<file path="config.mk">
export PLATFORM = sky130hd
export DESIGN_NAME = bcd_calendar_rtc_block_registers_flat
export DESIGN_NICKNAME = d
export VERILOG_FILES = /design/src/rtl/core/bcr_pkg.sv /design/src/rtl/core/bcr_req_if.sv /design/src/rtl/core/bcr_rsp_if.sv /design/src/rtl/core/bcr_ctrl.sv /design/src/rtl/core/bcr_dpath.sv /design/src/rtl/core/bcd_calendar_rtc_block_registers.sv /design/src/flat_wrapper.sv
export SDC_FILE = /design/constraint.sdc
export NUM_CORES = 1
export LEC_CHECK = 0
export ABC_AREA = 1
export BUFFER_PORTS_ARGS = -buffer_cell sky130_fd_sc_hd__buf_2
export CAP_MARGIN = 20
export CELL_PAD_IN_SITES_DETAIL_PLACEMENT = 2
export CELL_PAD_IN_SITES_GLOBAL_PLACEMENT = 2
export CORE_UTILIZATION = 39
export DETAILED_ROUTE_END_ITERATION = 8
export GPL_TIMING_DRIVEN = 0
export PLACE_DENSITY = 0.78
export SLEW_MARGIN = 5
export SYNTH_ARGS = -nofsm -noshare
export SYNTH_HDL_FRONTEND = slang
export SYNTH_HIERARCHICAL = 1
export SYNTH_SLANG_ARGS = --single-unit
export TNS_END_PERCENT = 20
</file>
<file path="constraint.sdc">
create_clock -name clk -period 5.1 [get_ports clk]
set_input_delay 0.255 -clock clk [delete_from_list [all_inputs] [get_ports clk]]
set_output_delay 0.255 -clock clk [all_outputs]
set_load 0.005 [all_outputs]
</file>
<file path="src/rtl/core/bcr_pkg.sv">
// Shared package for the BCD calendar RTC block: opcodes, calendar limits,
// reset image of the calendar block, controller/datapath structs and BCD helpers.
// No dependencies.
package bcr_pkg;

	localparam logic [1:0] OP_READ  = 2'd0;
	localparam logic [1:0] OP_WRITE = 2'd1;
	localparam logic [1:0] OP_TICK  = 2'd2;
	localparam logic [1:0] OP_NOP   = 2'd3;

	localparam logic [1:0] BLK_CTRL = 2'd0;
	localparam logic [1:0] BLK_LCK1 = 2'd1;
	localparam logic [1:0] BLK_CAL  = 2'd2;

	localparam int unsigned NUM_BLOCKS = 4;

	localparam logic [7:0] SEC_LIMIT  = 8'd60;
	localparam logic [7:0] MIN_LIMIT  = 8'd60;
	localparam logic [7:0] HOUR_LIMIT = 8'd24;
	localparam logic [7:0] WDAY_LIMIT = 8'd7;
	localparam logic [7:0] MON_LIMIT  = 8'd13;
	localparam logic [7:0] YEAR_SPAN  = 8'd100;
	localparam logic [7:0] HOUR_FLAG  = 8'h80;
	localparam logic [7:0] HOUR_MASK  = 8'h7f;

	// bytes 16..23: 00:00:00 (hour flag set), day 1, Thursday, January, 1970
	localparam logic [63:0] CAL_RESET = 64'h1970_0104_0180_0000;

	typedef struct packed {
		logic accept;
		logic incr;
		logic encode;
	} cmd_t;

	typedef struct packed {
		logic tick_go;
	} status_t;

	function automatic logic [7:0] bcd_in(input logic [7:0] b);
		logic [7:0] hi;
		hi = {4'd0, b[7:4]};
		return (hi << 3) + (hi << 1) + {4'd0, b[3:0]};
	endfunction

	// divide by ten through reciprocal 205/2048, exact for all 8-bit values
	function automatic logic [7:0] bcd_out(input logic [7:0] v);
		logic [15:0] prod;
		logic [4:0]  q;
		logic [7:0]  r;
		prod = {8'd0, v} * 16'd205;
		q    = prod[15:11];
		r    = v - ({3'd0, q} << 3) - ({3'd0, q} << 1);
		return {q[3:0], r[3:0]};
	endfunction

	function automatic logic [4:0] days_in(input logic [7:0] mon, input logic leap);
		logic [4:0] d;
		case (mon) inside
			8'd4, 8'd6, 8'd9, 8'd11: d = 5'd30;
			8'd2:                    d = leap ? 5'd29 : 5'd28;
			default:                 d = 5'd31;
		endcase
		return d;
	endfunction

endpackage

</file>
<file path="src/rtl/core/bcr_req_if.sv">
// Request channel of the BCD calendar RTC block: valid/ready plus item fields.
// No dependencies.
interface bcr_req_if;
	logic        valid;
	logic        ready;
	logic [1:0]  opcode;
	logic [1:0]  block_index;
	logic [63:0] write_data;

	modport source(output valid, output opcode, output block_index, output write_data,
		input ready);
	modport sink(input valid, input opcode, input block_index, input write_data,
		output ready);
endinterface

</file>
<file path="src/rtl/core/bcr_rsp_if.sv">
// Response channel of the BCD calendar RTC block: valid/ready plus result fields.
// No dependencies.
interface bcr_rsp_if;
	logic        valid;
	logic        ready;
	logic [63:0] read_data;
	logic        write_ignored;
	logic        clock_running;

	modport source(output valid, output read_data, output write_ignored,
		output clock_running, input ready);
	modport sink(input valid, input read_data, input write_ignored,
		input clock_running, output ready);
endinterface

</file>
<file path="src/rtl/core/bcr_ctrl.sv">
// Controller for the BCD calendar RTC block: sequences accept, calendar
// increment/encode steps and the response transfer. Depends on bcr_pkg.
module bcr_ctrl (
	input  logic             clk,
	input  logic             arst_n,
	input  logic             in_valid,
	output logic             in_ready,
	output logic             out_valid,
	input  logic             out_ready,
	input  bcr_pkg::status_t status,
	output bcr_pkg::cmd_t    cmd
);

	localparam logic [1:0] ST_IDLE = 2'd0;
	localparam logic [1:0] ST_INC  = 2'd1;
	localparam logic [1:0] ST_ENC  = 2'd2;
	localparam logic [1:0] ST_RSP  = 2'd3;

	logic [1:0] state_q;
	logic [1:0] state_d;

	assign in_ready   = (state_q == ST_IDLE);
	assign out_valid  = (state_q == ST_RSP);
	assign cmd.accept = in_valid && in_ready;
	assign cmd.incr   = (state_q == ST_INC);
	assign cmd.encode = (state_q == ST_ENC);

	always_comb begin
		state_d = state_q;
		unique case (state_q)
			ST_IDLE: begin
				if (in_valid)
					state_d = status.tick_go ? ST_INC : ST_RSP;
			end
			ST_INC: state_d = ST_ENC;
			ST_ENC: state_d = ST_RSP;
			ST_RSP: begin
				if (out_ready)
					state_d = ST_IDLE;
			end
			default: state_d = ST_IDLE;
		endcase
	end

	always_ff @(posedge clk or negedge arst_n) begin
		if (!arst_n)
			state_q <= ST_IDLE;
		else
			state_q <= state_d;
	end

endmodule

</file>
<file path="src/rtl/core/bcr_dpath.sv">
// Datapath for the BCD calendar RTC block: 4x64-bit register file, locks,
// run/stop flag and the three-step calendar advance. Depends on bcr_pkg.
module bcr_dpath (
	input  logic             clk,
	input  logic             arst_n,
	input  bcr_pkg::cmd_t    cmd,
	output bcr_pkg::status_t status,
	input  logic [1:0]       opcode,
	input  logic [1:0]       block_index,
	input  logic [63:0]      write_data,
	output logic [63:0]      read_data,
	output logic             write_ignored,
	output logic             clock_running
);

	logic [63:0] blocks_q [bcr_pkg::NUM_BLOCKS];
	logic [1:0]  locks_q;
	logic        stopped_q;
	logic [1:0]  blk_q;
	logic        ignored_q;

	logic        locked;
	logic        do_write;
	logic [63:0] cal;

	// decode step
	logic [7:0] d_sec, d_min, d_hour, d_day, d_wday, d_mon, d_ylo, d_ycen;
	logic       yl_ge, leap;
	logic [7:0] cen_adj;

	logic [7:0] sec_s1, min_s1, hour_s1, day_s1, wday_s1, mon_s1, ylo_s1, ycen_s1;
	logic [4:0] mlen_s1;

	// increment step
	logic [7:0] n_sec, n_min, n_hour, n_day, n_wday, n_mon, n_yl, n_ylo, n_ycen;
	logic       c_s, c_m, c_h, c_d, c_mo, yl_wrap;

	logic [7:0] sec_s2, min_s2, hour_s2, day_s2, wday_s2, mon_s2, ylo_s2, ycen_s2;

	logic [63:0] cal_enc;

	assign locked = ((block_index == bcr_pkg::BLK_LCK1) && locks_q[0]) ||
		((block_index == bcr_pkg::BLK_CAL) && locks_q[1]);
	assign do_write = cmd.accept && (opcode == bcr_pkg::OP_WRITE) && !locked;

	assign status.tick_go = (opcode == bcr_pkg::OP_TICK) && !stopped_q;

	assign read_data     = blocks_q[blk_q];
	assign write_ignored = ignored_q;
	assign clock_running = !stopped_q;

	assign cal = blocks_q[bcr_pkg::BLK_CAL];

	always_comb begin
		d_sec   = bcr_pkg::bcd_in(cal[7:0]);
		d_min   = bcr_pkg::bcd_in(cal[15:8]);
		d_hour  = bcr_pkg::bcd_in(cal[23:16] & bcr_pkg::HOUR_MASK);
		d_day   = bcr_pkg::bcd_in(cal[31:24]);
		d_wday  = bcr_pkg::bcd_in(cal[39:32]);
		d_mon   = bcr_pkg::bcd_in(cal[47:40]);
		d_ylo   = bcr_pkg::bcd_in(cal[55:48]);
		d_ycen  = bcr_pkg::bcd_in(cal[63:56]);
		// low part stays below 200, so the century carry is one bit
		yl_ge   = (d_ylo >= bcr_pkg::YEAR_SPAN);
		cen_adj = d_ycen + {7'd0, yl_ge};
		leap    = (d_ylo[1:0] == 2'd0) &&
			(((d_ylo != 8'd0) && (d_ylo != bcr_pkg::YEAR_SPAN)) || (cen_adj[1:0] == 2'd0));
	end

	always_comb begin
		c_s   = (sec_s1 + 8'd1) >= bcr_pkg::SEC_LIMIT;
		n_sec = c_s ? 8'd0 : sec_s1 + 8'd1;

		c_m   = c_s && ((min_s1 + 8'd1) >= bcr_pkg::MIN_LIMIT);
		n_min = !c_s ? min_s1 : (c_m ? 8'd0 : min_s1 + 8'd1);

		c_h    = c_m && ((hour_s1 + 8'd1) >= bcr_pkg::HOUR_LIMIT);
		n_hour = !c_m ? hour_s1 : (c_h ? 8'd0 : hour_s1 + 8'd1);

		n_wday = !c_h ? wday_s1 :
			(((wday_s1 + 8'd1) >= bcr_pkg::WDAY_LIMIT) ? 8'd0 : wday_s1 + 8'd1);

		c_d   = c_h && ((day_s1 + 8'd1) > {3'd0, mlen_s1});
		n_day = !c_h ? day_s1 : (c_d ? 8'd1 : day_s1 + 8'd1);

		c_mo  = c_d && ((mon_s1 + 8'd1) >= bcr_pkg::MON_LIMIT);
		n_mon = !c_d ? mon_s1 : (c_mo ? 8'd1 : mon_s1 + 8'd1);

		n_yl    = ylo_s1 + {7'd0, c_mo};
		yl_wrap = (n_yl >= bcr_pkg::YEAR_SPAN);
		n_ylo   = yl_wrap ? n_yl - bcr_pkg::YEAR_SPAN : n_yl;
		n_ycen  = ycen_s1 + {7'd0, yl_wrap};
	end

	assign cal_enc = {
		bcr_pkg::bcd_out(ycen_s2),
		bcr_pkg::bcd_out(ylo_s2),
		bcr_pkg::bcd_out(mon_s2),
		bcr_pkg::bcd_out(wday_s2),
		bcr_pkg::bcd_out(day_s2),
		bcr_pkg::bcd_out(hour_s2) | bcr_pkg::HOUR_FLAG,
		bcr_pkg::bcd_out(min_s2),
		bcr_pkg::bcd_out(sec_s2)
	};

	always_ff @(posedge clk or negedge arst_n) begin
		if (!arst_n) begin
			blocks_q[0] <= 64'd0;
			blocks_q[1] <= 64'd0;
			blocks_q[2] <= bcr_pkg::CAL_RESET;
			blocks_q[3] <= 64'd0;
			locks_q     <= 2'd0;
			stopped_q   <= 1'b0;
			blk_q       <= 2'd0;
			ignored_q   <= 1'b0;
		end else begin
			if (cmd.accept) begin
				blk_q     <= block_index;
				ignored_q <= (opcode == bcr_pkg::OP_WRITE) && locked;
			end
			if (do_write) begin
				blocks_q[block_index] <= write_data;
				if (block_index == bcr_pkg::BLK_CTRL) begin
					locks_q   <= write_data[9:8];
					stopped_q <= write_data[2];
				end
			end
			if (cmd.encode)
				blocks_q[bcr_pkg::BLK_CAL] <= cal_enc;
		end
	end

	always_ff @(posedge clk) begin
		if (cmd.accept) begin
			sec_s1  <= d_sec;
			min_s1  <= d_min;
			hour_s1 <= d_hour;
			day_s1  <= d_day;
			wday_s1 <= d_wday;
			mon_s1  <= d_mon;
			ylo_s1  <= d_ylo;
			ycen_s1 <= d_ycen;
			mlen_s1 <= bcr_pkg::days_in(d_mon, leap);
		end
		if (cmd.incr) begin
			sec_s2  <= n_sec;
			min_s2  <= n_min;
			hour_s2 <= n_hour;
			day_s2  <= n_day;
			wday_s2 <= n_wday;
			mon_s2  <= n_mon;
			ylo_s2  <= n_ylo;
			ycen_s2 <= n_ycen;
		end
	end

endmodule

</file>
<file path="src/rtl/core/bcd_calendar_rtc_block_registers.sv">
// Top level of the BCD calendar RTC block: controller, datapath and channel glue.
// Depends on bcr_pkg, bcr_req_if, bcr_rsp_if, bcr_ctrl, bcr_dpath.
//
// Usage:
//   req carries one item: opcode (read, write, one-second tick, no-op),
//   block_index and 64 bits of write data. rsp returns one result per item:
//   the addressed block after the operation, the write-ignored flag for a
//   write to a locked block, and whether the clock is running.
// Timing:
//   One item at a time. Read, write and no-op: response valid the cycle after
//   the transfer. A tick while running goes through decode, increment and
//   encode of the calendar block before its response is valid. req.ready is
//   high again the cycle after the response transfer, so a new item is taken
//   only once the previous response has been transferred.
// Reset:
//   arst_n clears locks, runs the clock and loads 1970-01-01 00:00:00 Thursday
//   into block 2; all other bytes are zero.
// Stall:
//   While rsp.ready is low the response holds and req.ready stays low.
module bcd_calendar_rtc_block_registers (
	input  logic      clk,
	input  logic      arst_n,
	bcr_req_if.sink   req,
	bcr_rsp_if.source rsp
);

	bcr_pkg::cmd_t    cmd;
	bcr_pkg::status_t status;

	bcr_ctrl u_ctrl (
		.clk       (clk),
		.arst_n    (arst_n),
		.in_valid  (req.valid),
		.in_ready  (req.ready),
		.out_valid (rsp.valid),
		.out_ready (rsp.ready),
		.status    (status),
		.cmd       (cmd)
	);

	bcr_dpath u_dpath (
		.clk           (clk),
		.arst_n        (arst_n),
		.cmd           (cmd),
		.status        (status),
		.opcode        (req.opcode),
		.block_index   (req.block_index),
		.write_data    (req.write_data),
		.read_data     (rsp.read_data),
		.write_ignored (rsp.write_ignored),
		.clock_running (rsp.clock_running)
	);

	a_one_item: assert property (@(posedge clk) disable iff (!arst_n)
		rsp.valid |-> !req.ready)
		else $error("request taken while a response is pending");

	a_fast_rsp: assert property (@(posedge clk) disable iff (!arst_n)
		(req.valid && req.ready && req.opcode != bcr_pkg::OP_TICK) |=> rsp.valid)
		else $error("non-tick response not presented next cycle");

	a_tick_seq: assert property (@(posedge clk) disable iff (!arst_n)
		(req.valid && req.ready && req.opcode == bcr_pkg::OP_TICK && rsp.clock_running)
		|=> !rsp.valid ##1 !rsp.valid ##1 rsp.valid)
		else $error("running tick did not take the calendar steps");

	a_no_cal_change: assert property (@(posedge clk) disable iff (!arst_n)
		(rsp.valid && $past(rsp.valid)) |-> $stable(rsp.read_data))
		else $error("register file changed while response pending");

endmodule

</file>
<file path="src/flat_wrapper.sv">
// flat-port wrapper written by rule: the top's interface ports become plain ports
module bcd_calendar_rtc_block_registers_flat 
  (clk, arst_n, req_valid, req_opcode, req_block_index, req_write_data, req_ready, rsp_valid, rsp_read_data, rsp_write_ignored, rsp_clock_running, rsp_ready);
  bcr_req_if req_i ();
  bcr_rsp_if rsp_i ();
  input  logic clk;
  input  logic arst_n;
  input wire logic [$bits(req_i.valid)-1:0] req_valid;
  input wire logic [$bits(req_i.opcode)-1:0] req_opcode;
  input wire logic [$bits(req_i.block_index)-1:0] req_block_index;
  input wire logic [$bits(req_i.write_data)-1:0] req_write_data;
  output wire logic [$bits(req_i.ready)-1:0] req_ready;
  output wire logic [$bits(rsp_i.valid)-1:0] rsp_valid;
  output wire logic [$bits(rsp_i.read_data)-1:0] rsp_read_data;
  output wire logic [$bits(rsp_i.write_ignored)-1:0] rsp_write_ignored;
  output wire logic [$bits(rsp_i.clock_running)-1:0] rsp_clock_running;
  input wire logic [$bits(rsp_i.ready)-1:0] rsp_ready;
  assign req_i.valid = req_valid;
  assign req_i.opcode = req_opcode;
  assign req_i.block_index = req_block_index;
  assign req_i.write_data = req_write_data;
  assign req_ready = req_i.ready;
  assign rsp_valid = rsp_i.valid;
  assign rsp_read_data = rsp_i.read_data;
  assign rsp_write_ignored = rsp_i.write_ignored;
  assign rsp_clock_running = rsp_i.clock_running;
  assign rsp_i.ready = rsp_ready;
  bcd_calendar_rtc_block_registers u_core (.clk(clk), .arst_n(arst_n), .req(req_i), .rsp(rsp_i));
endmodule
</file>
---- Word level (Yosys, flattened, before mapping) ----
Index checks and enable logic that the tools add are counted.
operators by class
  add/subtract/negate cells ............... 42
  multiplexer cells ....................... 25
  eq/ne operators ......................... 15
  multipliers ............................. 8
  bitwise logic cells ..................... 3
  $lt $le $gt $ge ......................... 11
  reductions and logical operators ........ 28
operators by type and width
  operator                                                               number
  256-bit bitwise mux                                                    1
  64-bit two-way mux                                                     4
  64-bit binary-select mux with 2-bit select                             1
  64-bit demux with 2-bit select                                         1
  128-bit two-way mux                                                    1
  8-bit by 8-bit multiplier with 15-bit output, second input constant    7
  8-bit two-way mux                                                      11
  4-bit subtractor                                                       16
  7-bit by 5-bit adder with 8-bit output                                 7
  8-bit by 4-bit adder with 8-bit output                                 7
  8-bit by 1-bit adder with 8-bit output, second input constant          6
  8-bit by 1-bit adder with 8-bit output                                 2
  8-bit by 3-bit == test with 1-bit output, second input constant        2
  8-bit by 4-bit == test with 1-bit output, second input constant        2
  8-bit by 6-bit >= comparator with 1-bit output, second input constant  2
  8-bit by 7-bit >= comparator with 1-bit output, second input constant  2
  1-bit logical AND                                                      14
  8-bit by 8-bit multiplier with 14-bit output, second input constant    1
  7-bit by 4-bit adder with 8-bit output                                 1
  2-bit == test, second input constant                                   4
  8-bit by 2-bit == test with 1-bit output, second input constant        1
  8-bit by 3-bit >= comparator with 1-bit output, second input constant  1
  8-bit by 4-bit >= comparator with 1-bit output, second input constant  1
  8-bit by 5-bit >= comparator with 1-bit output, second input constant  1
  other kinds (23)                                                       36
storage, ports and cells
  logic and storage cells ................. 159
  bits of input ports ..................... 72
  output and inout bits ................... 68
  register bits after elaboration ......... 397

---- Longest topological paths before layout ----
Gate-level depths: netlist of run 1.
  depth after elaboration ................. 9
  gate-level depth with buffers ........... 26
  depth with buffers taken out ............ 26

---- Hierarchy ----
Netlist of run 1, hierarchy kept.
by module, submodules not included
  module     seq. area each (um^2)  instances  area an instance (um^2)  cells each
  bcr_dpath  10367.4                1          28355.9                  3229
  bcr_ctrl   50.0                   1          180.2                    25

---- Least setup slack after synthesis of run 1 ----
No wires, ideal clock.
  kind .................................... flip-flop to flip-flop
  start ................................... register u_core.u_dpath.mon_s2[1]
  end ..................................... register u_core.u_dpath.blocks_q (netlist bit u_core/u_dpath/cal[43])
  period minus slack after synthesis ...... 4244 ps
  library setup time ...................... 116 ps
  stages on the path, launching flop included .. 24
  arrival time ............................ 4127 ps
  path buffers ............................ 0
  slack ................................... 856 ps
  data required time ...................... 4984 ps
  cell sequence ........................... edfxtp_1 > ha_1 > inv_1 > fa_1 > fa_1 > inv_1 > fa_1 > ha_1 > a21oi_1 > nor2_1 > nor2_1 > nand2_1 > nand2_1 > nand2_1 > xnor2_1 > inv_1 > ha_1 > inv_1 > nor3_1 > nor2_1 > a21oi_1 > nand2_1 > nand2_1 > nand2_1
on the way
  word-level cells in the longest chain between the ends .. 4
ends and longest elaborated chain
  item                                          line              text
  from (decl)                                   bcr_dpath.sv:38   logic [7:0] sec_s2, min_s2, hour_s2, day_s2, wday_s2, mon_s2, ylo_s2, ycen_s2;
  from (signal assigned)                        bcr_dpath.sv:151  mon_s2 <= n_mon;
  8-bit by 8-bit multiplier with 15-bit output  bcr_pkg.sv:50     prod = {8'd0, v} * 16'd205;
  4-bit subtractor                              bcr_pkg.sv:52     r = v - ({3'd0, q} << 3) - ({3'd0, q} << 1);
  4-bit subtractor (*)                          bcr_pkg.sv:52
  64-bit two-way mux (*)                        bcr_dpath.sv:128  if (cmd.encode)
  to (signal, indexed assignment)               bcr_dpath.sv:122  blocks_q[block_index] <= write_data;
  to (signal, indexed assignment)               bcr_dpath.sv:129  blocks_q[bcr_pkg::BLK_CAL] <= cal_enc;
  to (decl)                                     bcr_dpath.sv:16   logic [63:0] blocks_q [bcr_pkg::NUM_BLOCKS];
Mark *: on every way between the ends. The rest lies on a longest branch, timed or not.
A chain may end at the register's enable or synchronous reset.

---- Worst setup path in the final report of run 1 ----
  start ................................... register u_core.u_dpath.sec_s2[6]
  end ..................................... register u_core.u_dpath.blocks_q (netlist bit u_core/u_dpath/cal[3])
on the way
  word-level cells in the longest chain between the ends .. 4
ends and longest elaborated chain
  item                                              line              text
  from (decl)                                       bcr_dpath.sv:38
  from (signal assigned)                            bcr_dpath.sv:146  sec_s2 <= n_sec;
  8-bit by 8-bit multiplier with 15-bit output (*)  bcr_pkg.sv:50
  4-bit subtractor                                  bcr_pkg.sv:52
  4-bit subtractor (*)                              bcr_pkg.sv:52
  64-bit two-way mux (*)                            bcr_dpath.sv:128
Marks and branches as above.

==> out/metrics.cfg, run 1 <==
[drt]
wire_per_inst_um = 23.69
drc_errors = 0
vias = 24460
drt_iter0_drc = 1106
firstDrtPassIters = 5
via_per_inst = 5.459
drtAntennaViolNets = 0
drt_wl_total_um = 106200

[floorplan]
row_count = 98
dieArea_mm2 = 0.07426
die_width_um = 272.5
start_util_pct = 39.65
die_y_um = 272.5
core_area_mm2 = 0.07198
ios = 140

[final_layout]
stdcell_area_mm2 = 0.03268
nFillCells = 7905
final_nets = 4074
final_cell_mix = inv_1, nand2_1, ha_1
final_common_cell = inv_1
area_growth_pct = 14.51
final_util_pct = 45.40
drive_gt1_share_pct = 9.606

[grt]
grt_pass1_vias = 28090
grt_pass1_wl_um = 162700
overflow = 0
grt_util_all_layers_pct = 28.77
antenna_found_initial = 2
grt_max_degree = 107

[logic_synthesis]
synth_seq_cells = 390
yosysWarnings = 6
synth_edf_count = 129
yosysTopAreaCellShare_pct = 22.01
netlist_instances = 3254
async_reset_ff_share_pct = 66.92
ys_seq_area_share_pct = 36.51
netlist_area_mm2 = 0.02854
synth_top_area_cell = dfrtp_1
netlist_top_cells_area = dfrtp_1, ha_1, edfxtp_1
synth_cell_types = 49
syn_avg_cell_area_um2 = 8.770
synthFlopType = dfrtp_1

[worst_setup_path]
reg2reg_depth = 23
cp_slowest_cell = fa_1
path_buf_inv = 3
cp-start-kind = register
worstSetupPathType = reg2reg
required_ns = 5.63
r2r_slack_ns = 0.18
crit_fanout = 4
r2r-end = u_core/u_dpath/cal[3]
max_stage_delay_ns = 0.52
path_common_cell = nand2_1
worstSetupEndpointType = register
crit_chain = ha_1 -> inv_1 -> fa_1 -> fa_1 -> inv_1 -> fa_1 -> ha_1 -> a21oi_2 -> nor2_1 -> nor2_1 -> nand2_1 -> nand2_1 -> nand2_1 -> xor2_2 -> inv_1 -> ha_1 -> nand2_1 -> nand3_1 -> nand2_1 -> nand2_1 -> nand2_1 -> nand3_1 -> nand2_1
r2r_start = u_core/u_dpath/sec_s2[6]
cp_data_arrival_time_ns = 5.44
path_delay_family = adder cells

[clock_tree]
numCtsBuffers = 47
clk_pin_slew_ns = 0.06
cts_root_buf = clkbuf_16
tritoncts = built
clk_latency_ns = 0.59
clockBufferDepth = 3
cts_max_level = 2
clock-sinks = 390

[placed_design]
gp_congestion = 0.8620
place_ws_ns = -0.2479
portBuffers = 139
dp_hpwl_um = 81640
placed_area_mm2 = 0.03061

[hold_path]
hold_class = in2reg
hold_depth = 3
hold_end = u_core/u_dpath/blocks_q[242]
hold_path.startpoint = req_write_data[50]

[timing]
min_period_ns = 4.919
finClkSkew_ns = 0.01322
hold_viol_final = 0
grt_setup_unrepaired = true
layout_setup_ws_ns = 0.1813
holdWs_ns = 0.02250
fmax_mhz = 203.3
slew_viol_final = 0
setup_viol = 0
relSlewSlack_pct = 15.38
tightest_slew_ns = 1.269
fin_crit_sh_pct = 96.44

[flow_run]
max-cap-violations = 0

[run_status]
status = finished clean

[area by class of cell]
cell class | count | area [um2] | area share, %
Multi-Input combinational cell | 2167 | 15520 | 47.50
Timing Repair Buffer | 186 | 1244 | 3.806
Tap cell | 950 | 1189 | 3.638
Antenna cell | 2 | 5.005 | 0.01532
Buffer | 104 | 474.2 | 1.451
Inverter | 595 | 2236 | 6.843
Clock inverter | 21 | 230.2 | 0.7046
Sequential cell | 390 | 10420 | 31.88
Clock buffer | 66 | 1361 | 4.166
[Yosys cell counts (42+ instances only)]
cell and count:
inv_1 586, nand2_1 523, ha_1 407, o21ai_0 386, dfrtp_1 251, nor2_1 247
edfxtp_1 129, fa_1 104, a21oi_1 94, nand3_1 82, xor2_1 73, buf_2 51
clkbuf_1 46, xnor2_1 42
[worst max-delay path by stage]
stage | from | to | depth (start not counted)
after floorplan | u_core/u_dpath/mon_s2[1] | u_core/u_dpath/cal[43] | 23
after global routing | u_core/u_dpath/sec_s2[1] | u_core/u_dpath/cal[3] | 23
after global placement | arst_n | u_core/u_dpath/blocks_q[19] | 1
after CTS | u_core/u_dpath/mon_s2[2] | u_core/u_dpath/cal[43] | 23
after detailed placement | u_core/u_dpath/day_s1[0] | u_core/u_dpath/ycen_s2[6] | 24
final | u_core/u_dpath/sec_s2[6] | u_core/u_dpath/cal[3] | 23
[worst min-delay path, cell delays in order]
cell and delay (ns):
buf_2 0.08, inv_1 0.08, o21ai_0 0.16
[routing by layer]
layer | vias to the layer above | track usage [%] | part of all wire (%)
met5 | - | 0 | 0
met1 | 12630 | 35.00 | 41
met4 | 0 | 13.99 | 4.7
met2 | 563 | 50.53 | 50
li1 | 11080 | - | -
met3 | 190 | 3.233 | 4.1
[what timing repair did]
action / in CTS / in global routing
endpoints found under the setup margin: 4 / 10
pin swaps: 2 / 2
gates resized for setup: 2 / 15
hold endpoints to repair: 156 / 0
setup buffers: 2 / 7
hold buffers: 30 / 0
[cell families (layout without fill, tap and decap cells)]
family / Yosys count / after routing / share of synthesized area [%]
simple gates: 920 / 920 / 13.20
buf+inv: 699 / 972 / 9.484
compound gates: 618 / 618 / 12.13
fa+ha+maj: 511 / 511 / 25.14
flops: 390 / 390 / 36.51
xor+xnor: 115 / 115 / 3.530
other cells: 1 / 5 / 0.01314
[flip-flops by register name (all words and copies together), names as in the netlist, 7 cells and up]
signal and cells:
u_core/u_dpath/cal 64, u_core/u_dpath/mon_s1 8, u_core/u_dpath/day_s2 8, u_core/u_dpath/hour_s1 7, u_core/u_dpath/wday_s1 8, u_core/u_dpath/mon_s2 8, u_core/u_dpath/blocks_q 192, u_core/u_dpath/day_s1 8
u_core/u_dpath/ycen_s1 8, u_core/u_dpath/min_s2 8, u_core/u_dpath/ycen_s2 8, u_core/u_dpath/hour_s2 8, u_core/u_dpath/wday_s2 8, u_core/u_dpath/sec_s1 8, u_core/u_dpath/ylo_s1 8, u_core/u_dpath/min_s1 8
u_core/u_dpath/sec_s2 8, u_core/u_dpath/ylo_s2 8
[through the flow]
stage                     TNS (ns)  cells
after floorplan                  0   3256
after global placement     -307.98   4345
after detailed placement   -0.6159   4352
after CTS                        0   4471
after global routing       -0.2062   4480
final                            0   4481
Power of run 1 is not shown: default switching activity piles up to over one toggle a cycle in this logic, so the estimate is an artifact.
==> run 2: changes to the inputs <==
- CTS_CLUSTER_SIZE: unset -> 8
- RECOVER_POWER: unset -> 50
==> out/metrics.cfg, run 2 (synthesis results as in run 1) <==
[drt]
drc_errors = 0  ; unchanged
via_per_inst = 5.460  ; about the same
wire_per_inst_um = 23.70  ; about the same
drt_wl_total_um = 106600  ; +0.41%
drt_iter0_drc = 1022  ; -7.6%
vias = 24550  ; +0.38%
firstDrtPassIters = 5  ; unchanged
drtAntennaViolNets = 0  ; unchanged

[final_layout]
antenna_cells = 0  ; -2
final_nets = 4091  ; +0.42%
stdcell_area_mm2 = 0.03266  ; about the same
largest_reg_flops = 192  ; unchanged
regMostFlops = u_core/u_dpath/blocks_q
final_cell_mix = inv_1, nand2_1, ha_1
drive_gt1_share_pct = 8.768  ; -0.84 points
nFillCells = 7955  ; +0.63%
area_growth_pct = 14.43  ; about the same
final_common_cell = inv_1

[timing]
setup_viol = 0  ; unchanged
grt_setup_unrepaired = true
hold_viol_final = 0  ; unchanged
holdWs_ns = 0.03187  ; +0.009376 ns
fmax_mhz = 205.0  ; +0.84%
finClkSkew_ns = 0.02244  ; +0.009213 ns
relSlewSlack_pct = -168.0  ; -180 points
tightest_slew_ns = 4.019  ; +2.750 ns
min_period_ns = 4.878  ; -0.04077 ns
fin_crit_sh_pct = 95.65  ; -0.80 points
slew_viol_final = 163  ; +163

[floorplan]
core_area_mm2 = 0.07198  ; unchanged
dieArea_mm2 = 0.07426  ; unchanged
start_util_pct = 39.65  ; unchanged
die_y_um = 272.5  ; unchanged
ios = 140  ; unchanged
row_count = 98  ; unchanged
die_width_um = 272.5  ; unchanged

[worst_setup_path]
crit_fanout = 4  ; unchanged
required_ns = 5.59  ; -0.04 ns
reg2reg_depth = 24  ; +4.3%
cp_slowest_cell = fa_1
path_common_cell = nand2_1
worstSetupEndpointType = register
r2r-end = u_core/u_dpath/cal[43]
path_delay_family = adder cells
max_stage_delay_ns = 0.55  ; +0.03 ns
r2r_start = u_core/u_dpath/mon_s2[2]
crit_chain = ha_1 -> inv_1 -> fa_1 -> fa_1 -> inv_1 -> fa_1 -> ha_1 -> a21oi_2 -> nor2_1 -> nor2_1 -> nand2_1 -> nand2_1 -> nand2_1 -> xnor2_2 -> inv_1 -> ha_1 -> xnor2_1 -> inv_1 -> nand3_1 -> nand2_1 -> a21oi_1 -> nand2_1 -> nand2_1 -> nand2_1
worst-path-stages = 24  ; +4.3%
cp-start-kind = register
path_buf_inv = 4  ; +1
cp_data_arrival_time_ns = 5.37  ; -0.07 ns
r2r_slack_ns = 0.22  ; +0.04 ns
worstSetupPathType = reg2reg

[run_status]
violations = max-capacitance violations, max-slew violations
status = finished, violations left

[hold_path]
hold_class = in2reg
hold_end = u_core/u_dpath/blocks_q[172]
hold_path.startpoint = req_write_data[44]
hold_depth = 3  ; unchanged

[grt]
overflow = 0  ; unchanged
grt_pass1_vias = 28150  ; +0.22%
grt_pass1_wl_um = 163400  ; +0.43%
antenna_found_initial = 4  ; +2
grt_util_all_layers_pct = 28.82  ; +0.052 points
grt_max_degree = 107  ; unchanged

[placed_design]
placed_area_mm2 = 0.03061  ; unchanged
gp_congestion = 0.8620  ; unchanged
portBuffers = 139  ; unchanged
dp_hpwl_um = 81640  ; unchanged

[clock_tree]
clk_latency_ns = 0.62  ; +0.03 ns
tritoncts = built
clockBufferDepth = 3  ; unchanged
cts_root_buf = clkbuf_16
clk_pin_slew_ns = 0.05  ; about the same
cts_max_level = 2  ; unchanged
clock-sinks = 390  ; unchanged
numCtsBuffers = 55  ; +17%

[flow_run]
max-cap-violations = 3  ; +3

-- run 2: routing by layer --
metal  GRT usage (%)  wire length (um)  up-vias
li1                -                 -    11110
met1           35.31             44480    12710
met2           51.49             53630      532
met3           2.812              4178      191
met4           12.15              4271        4
met5               0                22        -
-- run 2: timing repair --
action	in CTS	in global routing
hold buffers	43	0
setup buffers	1	3
pin swaps	1	2
endpoints found under the setup margin	4	11
endpoints found under the hold margin	183	0
resized for setup	3	11
-- run 2: worst max-delay path by stage --
stage	to	slack, ns	startpoint
2_1_floorplan	u_core/u_dpath/cal[43]	0.86	u_core/u_dpath/mon_s2[1]
4_1_cts	u_core/u_dpath/ycen_s2[6]	0.02	u_core/u_dpath/sec_s1[0]
3_5_place_dp	u_core/u_dpath/ycen_s2[6]	-0.25	u_core/u_dpath/day_s1[0]
6_report	u_core/u_dpath/cal[43]	0.22	u_core/u_dpath/mon_s2[2]
5_1_grt	u_core/u_dpath/cal[43]	-0.02	u_core/u_dpath/mon_s2[2]
3_3_place_gp	u_core/u_dpath/blocks_q[19]	-1.23	arst_n
-- run 2: per-stage QoR --
step                util, %  std cells  TNS [ns]  worst slack (ns)
floorplan                 -       3256         0            0.8563
global placement      42.27       4345   -307.98            -1.227
detailed placement    42.53       4352   -0.6159           -0.2479
CTS                   45.36       4492         0           0.01582
global route          45.37       4497  -0.04240          -0.01504
finish                45.37       4497         0            0.2221
-- run 2: cell type report --
type / count / area (um2) / area share, %
Sequential cell: 390 / 10420 / 31.90
Clock inverter: 1 / 5.005 / 0.01533
Buffer: 104 / 474.2 / 1.452
Multi-Input combinational cell: 2167 / 15480 / 47.40
Clock buffer: 95 / 1589 / 4.866
Tap cell: 950 / 1189 / 3.640
Inverter: 595 / 2235 / 6.843
Timing Repair Buffer: 195 / 1267 / 3.881
-- run 2: worst min-delay path, delay by kind of cell --
family / cells / cell delay [ns]
buf+inv: 2 / 0.18
compound gates: 1 / 0.15
Power of run 2 is left out for the same reason.
==> run 3: changes to the inputs <==
- ABC_AREA: 1 -> unset
- CORE_UTILIZATION: 39 -> 43
==> out/metrics.cfg, run 3 <==
[final_layout]
final_common_cell = ha_1
area_growth_pct = 17.05
final_cell_mix = ha_1, inv_1, dfrtp_1
multiInputGateArea_mm2 = 0.01683  ; +8.7%
final_nets = 3314  ; -19%
largest_reg_flops = 192  ; unchanged
regMostFlops = u_core/u_dpath/blocks_q
regArea_mm2 = 0.01042  ; unchanged
drive_gt1_share_pct = 21.23  ; +12 points
nFillCells = 6291  ; -21%
final_util_pct = 51.30  ; +5.9 points
stdcell_area_mm2 = 0.03325  ; +1.8%

[logic_synthesis]
synthFlopType = dfrtp_1
synth_cell_types = 79  ; +61%
netlist_instances = 2421  ; -26%
yosysWarnings = 6  ; unchanged
yosysTopAreaCellShare_pct = 22.11  ; +0.10 points
synth_seq_cells = 390  ; unchanged
netlist_top_cells_area = dfrtp_1, ha_1, edfxtp_1
syn_avg_cell_area_um2 = 11.73  ; +34%
ys_seq_area_share_pct = 36.67  ; +0.17 points
async_reset_ff_share_pct = 66.92  ; unchanged
synth_edf_count = 129  ; unchanged
netlist_area_mm2 = 0.02841  ; -0.45%
synth_top_area_cell = dfrtp_1
post-synth-top-count-cell = ha_1
synthTopCellsByCount = ha_1, inv_1, dfrtp_1, mux2_2, edfxtp_1

[worst_setup_path]
reg2reg_depth = 20  ; -17%
cp_data_arrival_time_ns = 5.71  ; +0.34 ns
r2r_slack_ns = -0.15  ; -0.37 ns
r2r-end = u_core/u_dpath/cal[51]
crit_fanout = 3  ; -1
required_ns = 5.56  ; -0.03 ns
startpoint = u_core/u_dpath/ylo_s2[1]
r2r_start = u_core/u_dpath/ylo_s2[1]
cp-start-kind = register
worstSetupPathType = reg2reg
worstSetupEndpoint = u_core/u_dpath/cal[51]
worstSetupEndpointType = register

[placed_design]
dp_hpwl_um = 65660  ; -20%
portBuffers = 139  ; unchanged
gp_congestion = 0.8380  ; -2.8%
placed_area_mm2 = 0.03034  ; -0.87%

[flow_run]
max-cap-violations = 4  ; +1

[drt]
drc_errors = 0  ; unchanged
vias = 20490  ; -17%
drt_iter0_drc = 1023  ; +0.098%
drt_wl_total_um = 92400  ; -13%
via_per_inst = 5.644  ; +3.4%
firstDrtPassIters = 4  ; -1
wire_per_inst_um = 25.45  ; +7.4%
drtAntennaViolNets = 0  ; unchanged

[timing]
slew_viol_final = 307  ; +88%
layout_setup_ws_ns = -0.1489  ; -0.3710 ns
hold_viol_final = 0  ; unchanged
holdWs_ns = 0.03646  ; +0.004586 ns
fmax_mhz = 190.5  ; -7.1%
fin_crit_sh_pct = 102.9  ; +7.3 points
finClkSkew_ns = 0.03067  ; +0.008234 ns
min_period_ns = 5.249  ; +0.3710 ns
grt_setup_unrepaired = true
tightest_slew_ns = 3.038  ; -0.9814 ns
relSlewSlack_pct = -102.5  ; +65 points
setup_viol = 4  ; +4

[grt]
grt_util_all_layers_pct = 27.88  ; -0.94 points
grt_pass1_wl_um = 143400  ; -12%
overflow = 0  ; unchanged
antenna_found_initial = 4  ; unchanged
grt_pass1_vias = 24220  ; -14%
grt_max_degree = 116  ; +8.4%

[hold_path]
hold_depth = 2  ; -1
hold_class = in2reg

[floorplan]
core_area_mm2 = 0.06481  ; -10%
dieArea_mm2 = 0.06709  ; -9.6%
die_y_um = 259.0  ; -4.9%
start_util_pct = 43.83  ; +4.2 points
row_count = 93  ; -5.1%
ios = 140  ; unchanged
die_width_um = 259.0  ; -4.9%

[clock_tree]
clk_pin_slew_ns = 0.06  ; about the same
clockBufferDepth = 3  ; unchanged
cts_root_buf = clkbuf_16
clk_latency_ns = 0.61  ; about the same
cts_max_level = 2  ; unchanged
tritoncts = built
numCtsBuffers = 55  ; unchanged
clock-sinks = 390  ; unchanged

[run_status]
violations = max-capacitance violations, max-slew violations, negative setup slack
status = finished, violations left

-- run 3: cell types whose count changed after synthesis, moves of 64 or more --
| cell | previous run | this run |
|---|---|---|
| inv_1 | 586 | 352 |
| mux2_2 | 0 | 195 |
| mux4_2 | 0 | 64 |
| nand2_1 | 523 | 94 |
| nor2_1 | 247 | 49 |
| o21ai_0 | 386 | 82 |
-- run 3: metal layers --
| metal | share of wire (%) | GRT usage [%] | vias up |
|---|---|---|---|
| met3 | 3.3 | 3.261 | 150 |
| met4 | 3.0 | 8.991 | 4 |
| met1 | 42 | 34.07 | 10820 |
| li1 | - | - | 9146 |
| met2 | 52 | 50.81 | 374 |
| met5 | 0.028 | 0 | - |
-- run 3: worst min-delay path by stage --
stage | slack [ns] | to | from
final | 0.04 | u_core/u_dpath/blk_q[0] | req_block_index[0]
after detailed placement | 0.15 | u_core/u_dpath/blocks_q[170] | arst_n
after CTS | 0.01 | u_core/u_dpath/blk_q[0] | req_block_index[0]
after global routing | 0.03 | u_core/u_dpath/blk_q[0] | req_block_index[0]
after global placement | 0.47 | u_core/u_dpath/min_s1[0] | u_core/u_dpath/cal[8]
after floorplan | -0.04 | u_core/u_ctrl/state_q[0] | arst_n
-- run 3: area by class of cell --
type                            count  area share [%]
Antenna cell                        1        0.007526
Buffer                             65          0.7488
Clock buffer                       96           4.696
Clock inverter                      4          0.1806
Inverter                          352           3.974
Multi-Input combinational cell   1616           50.62
Sequential cell                   390           31.33
Tap cell                          855           3.217
Timing Repair Buffer              251           5.230
-- run 3: cell families (layout without fill, tap and decap cells) --
| kind of cell | count (synthesis) | after routing | synth area share, % |
|---|---|---|---|
| compound gates | 331 | 331 | 7.646 |
| simple gates | 337 | 337 | 6.320 |
| buf+inv | 417 | 768 | 5.528 |
| flops | 390 | 390 | 36.67 |
| mux | 308 | 308 | 14.53 |
| xor+xnor | 125 | 125 | 3.999 |
| other cells | 1 | 4 | 0.01320 |
| fa+ha+maj | 512 | 512 | 25.29 |
-- run 3: metrics by stage --
stage                     instances  setup slack [ns]  setup TNS, ns
after floorplan                2423           0.07139              0
after global placement         3417            -1.856        -394.78
after detailed placement       3423            -1.207         -12.72
after CTS                      3619           -0.1048        -0.2572
after global routing           3630           -0.3581         -35.68
final                          3630           -0.1489        -0.2457
-- run 3: critical path, cell delays in order (launching register included) --
cell       delay [ns]
edfxtp_1         0.47
buf_6            0.17
ha_4             0.26
inv_2            0.04
fa_1             0.49
fa_1             0.55
inv_2            0.05
fa_1             0.52
ha_4             0.22
a2111oi_4        0.33
o21ai_2          0.13
a221o_1          0.38
a21oi_4          0.22
xnor2_2          0.15
ha_1             0.29
and2_4           0.17
nor2b_4          0.11
mux2i_1          0.09
xnor2_1          0.16
xnor2_1          0.21
a21oi_1          0.09
-- run 3: timing repair --
| action | CTS | global route |
|---|---|---|
| buffers inserted | 33 | 7 |
| hold buffers | 63 | 0 |
| pin swaps | 36 | 17 |
| gates resized for setup | 66 | 20 |
| endpoints found under the setup margin | 21 | 13 |
| hold endpoints to repair | 307 | 0 |
Power of run 3 is left out for the same reason.
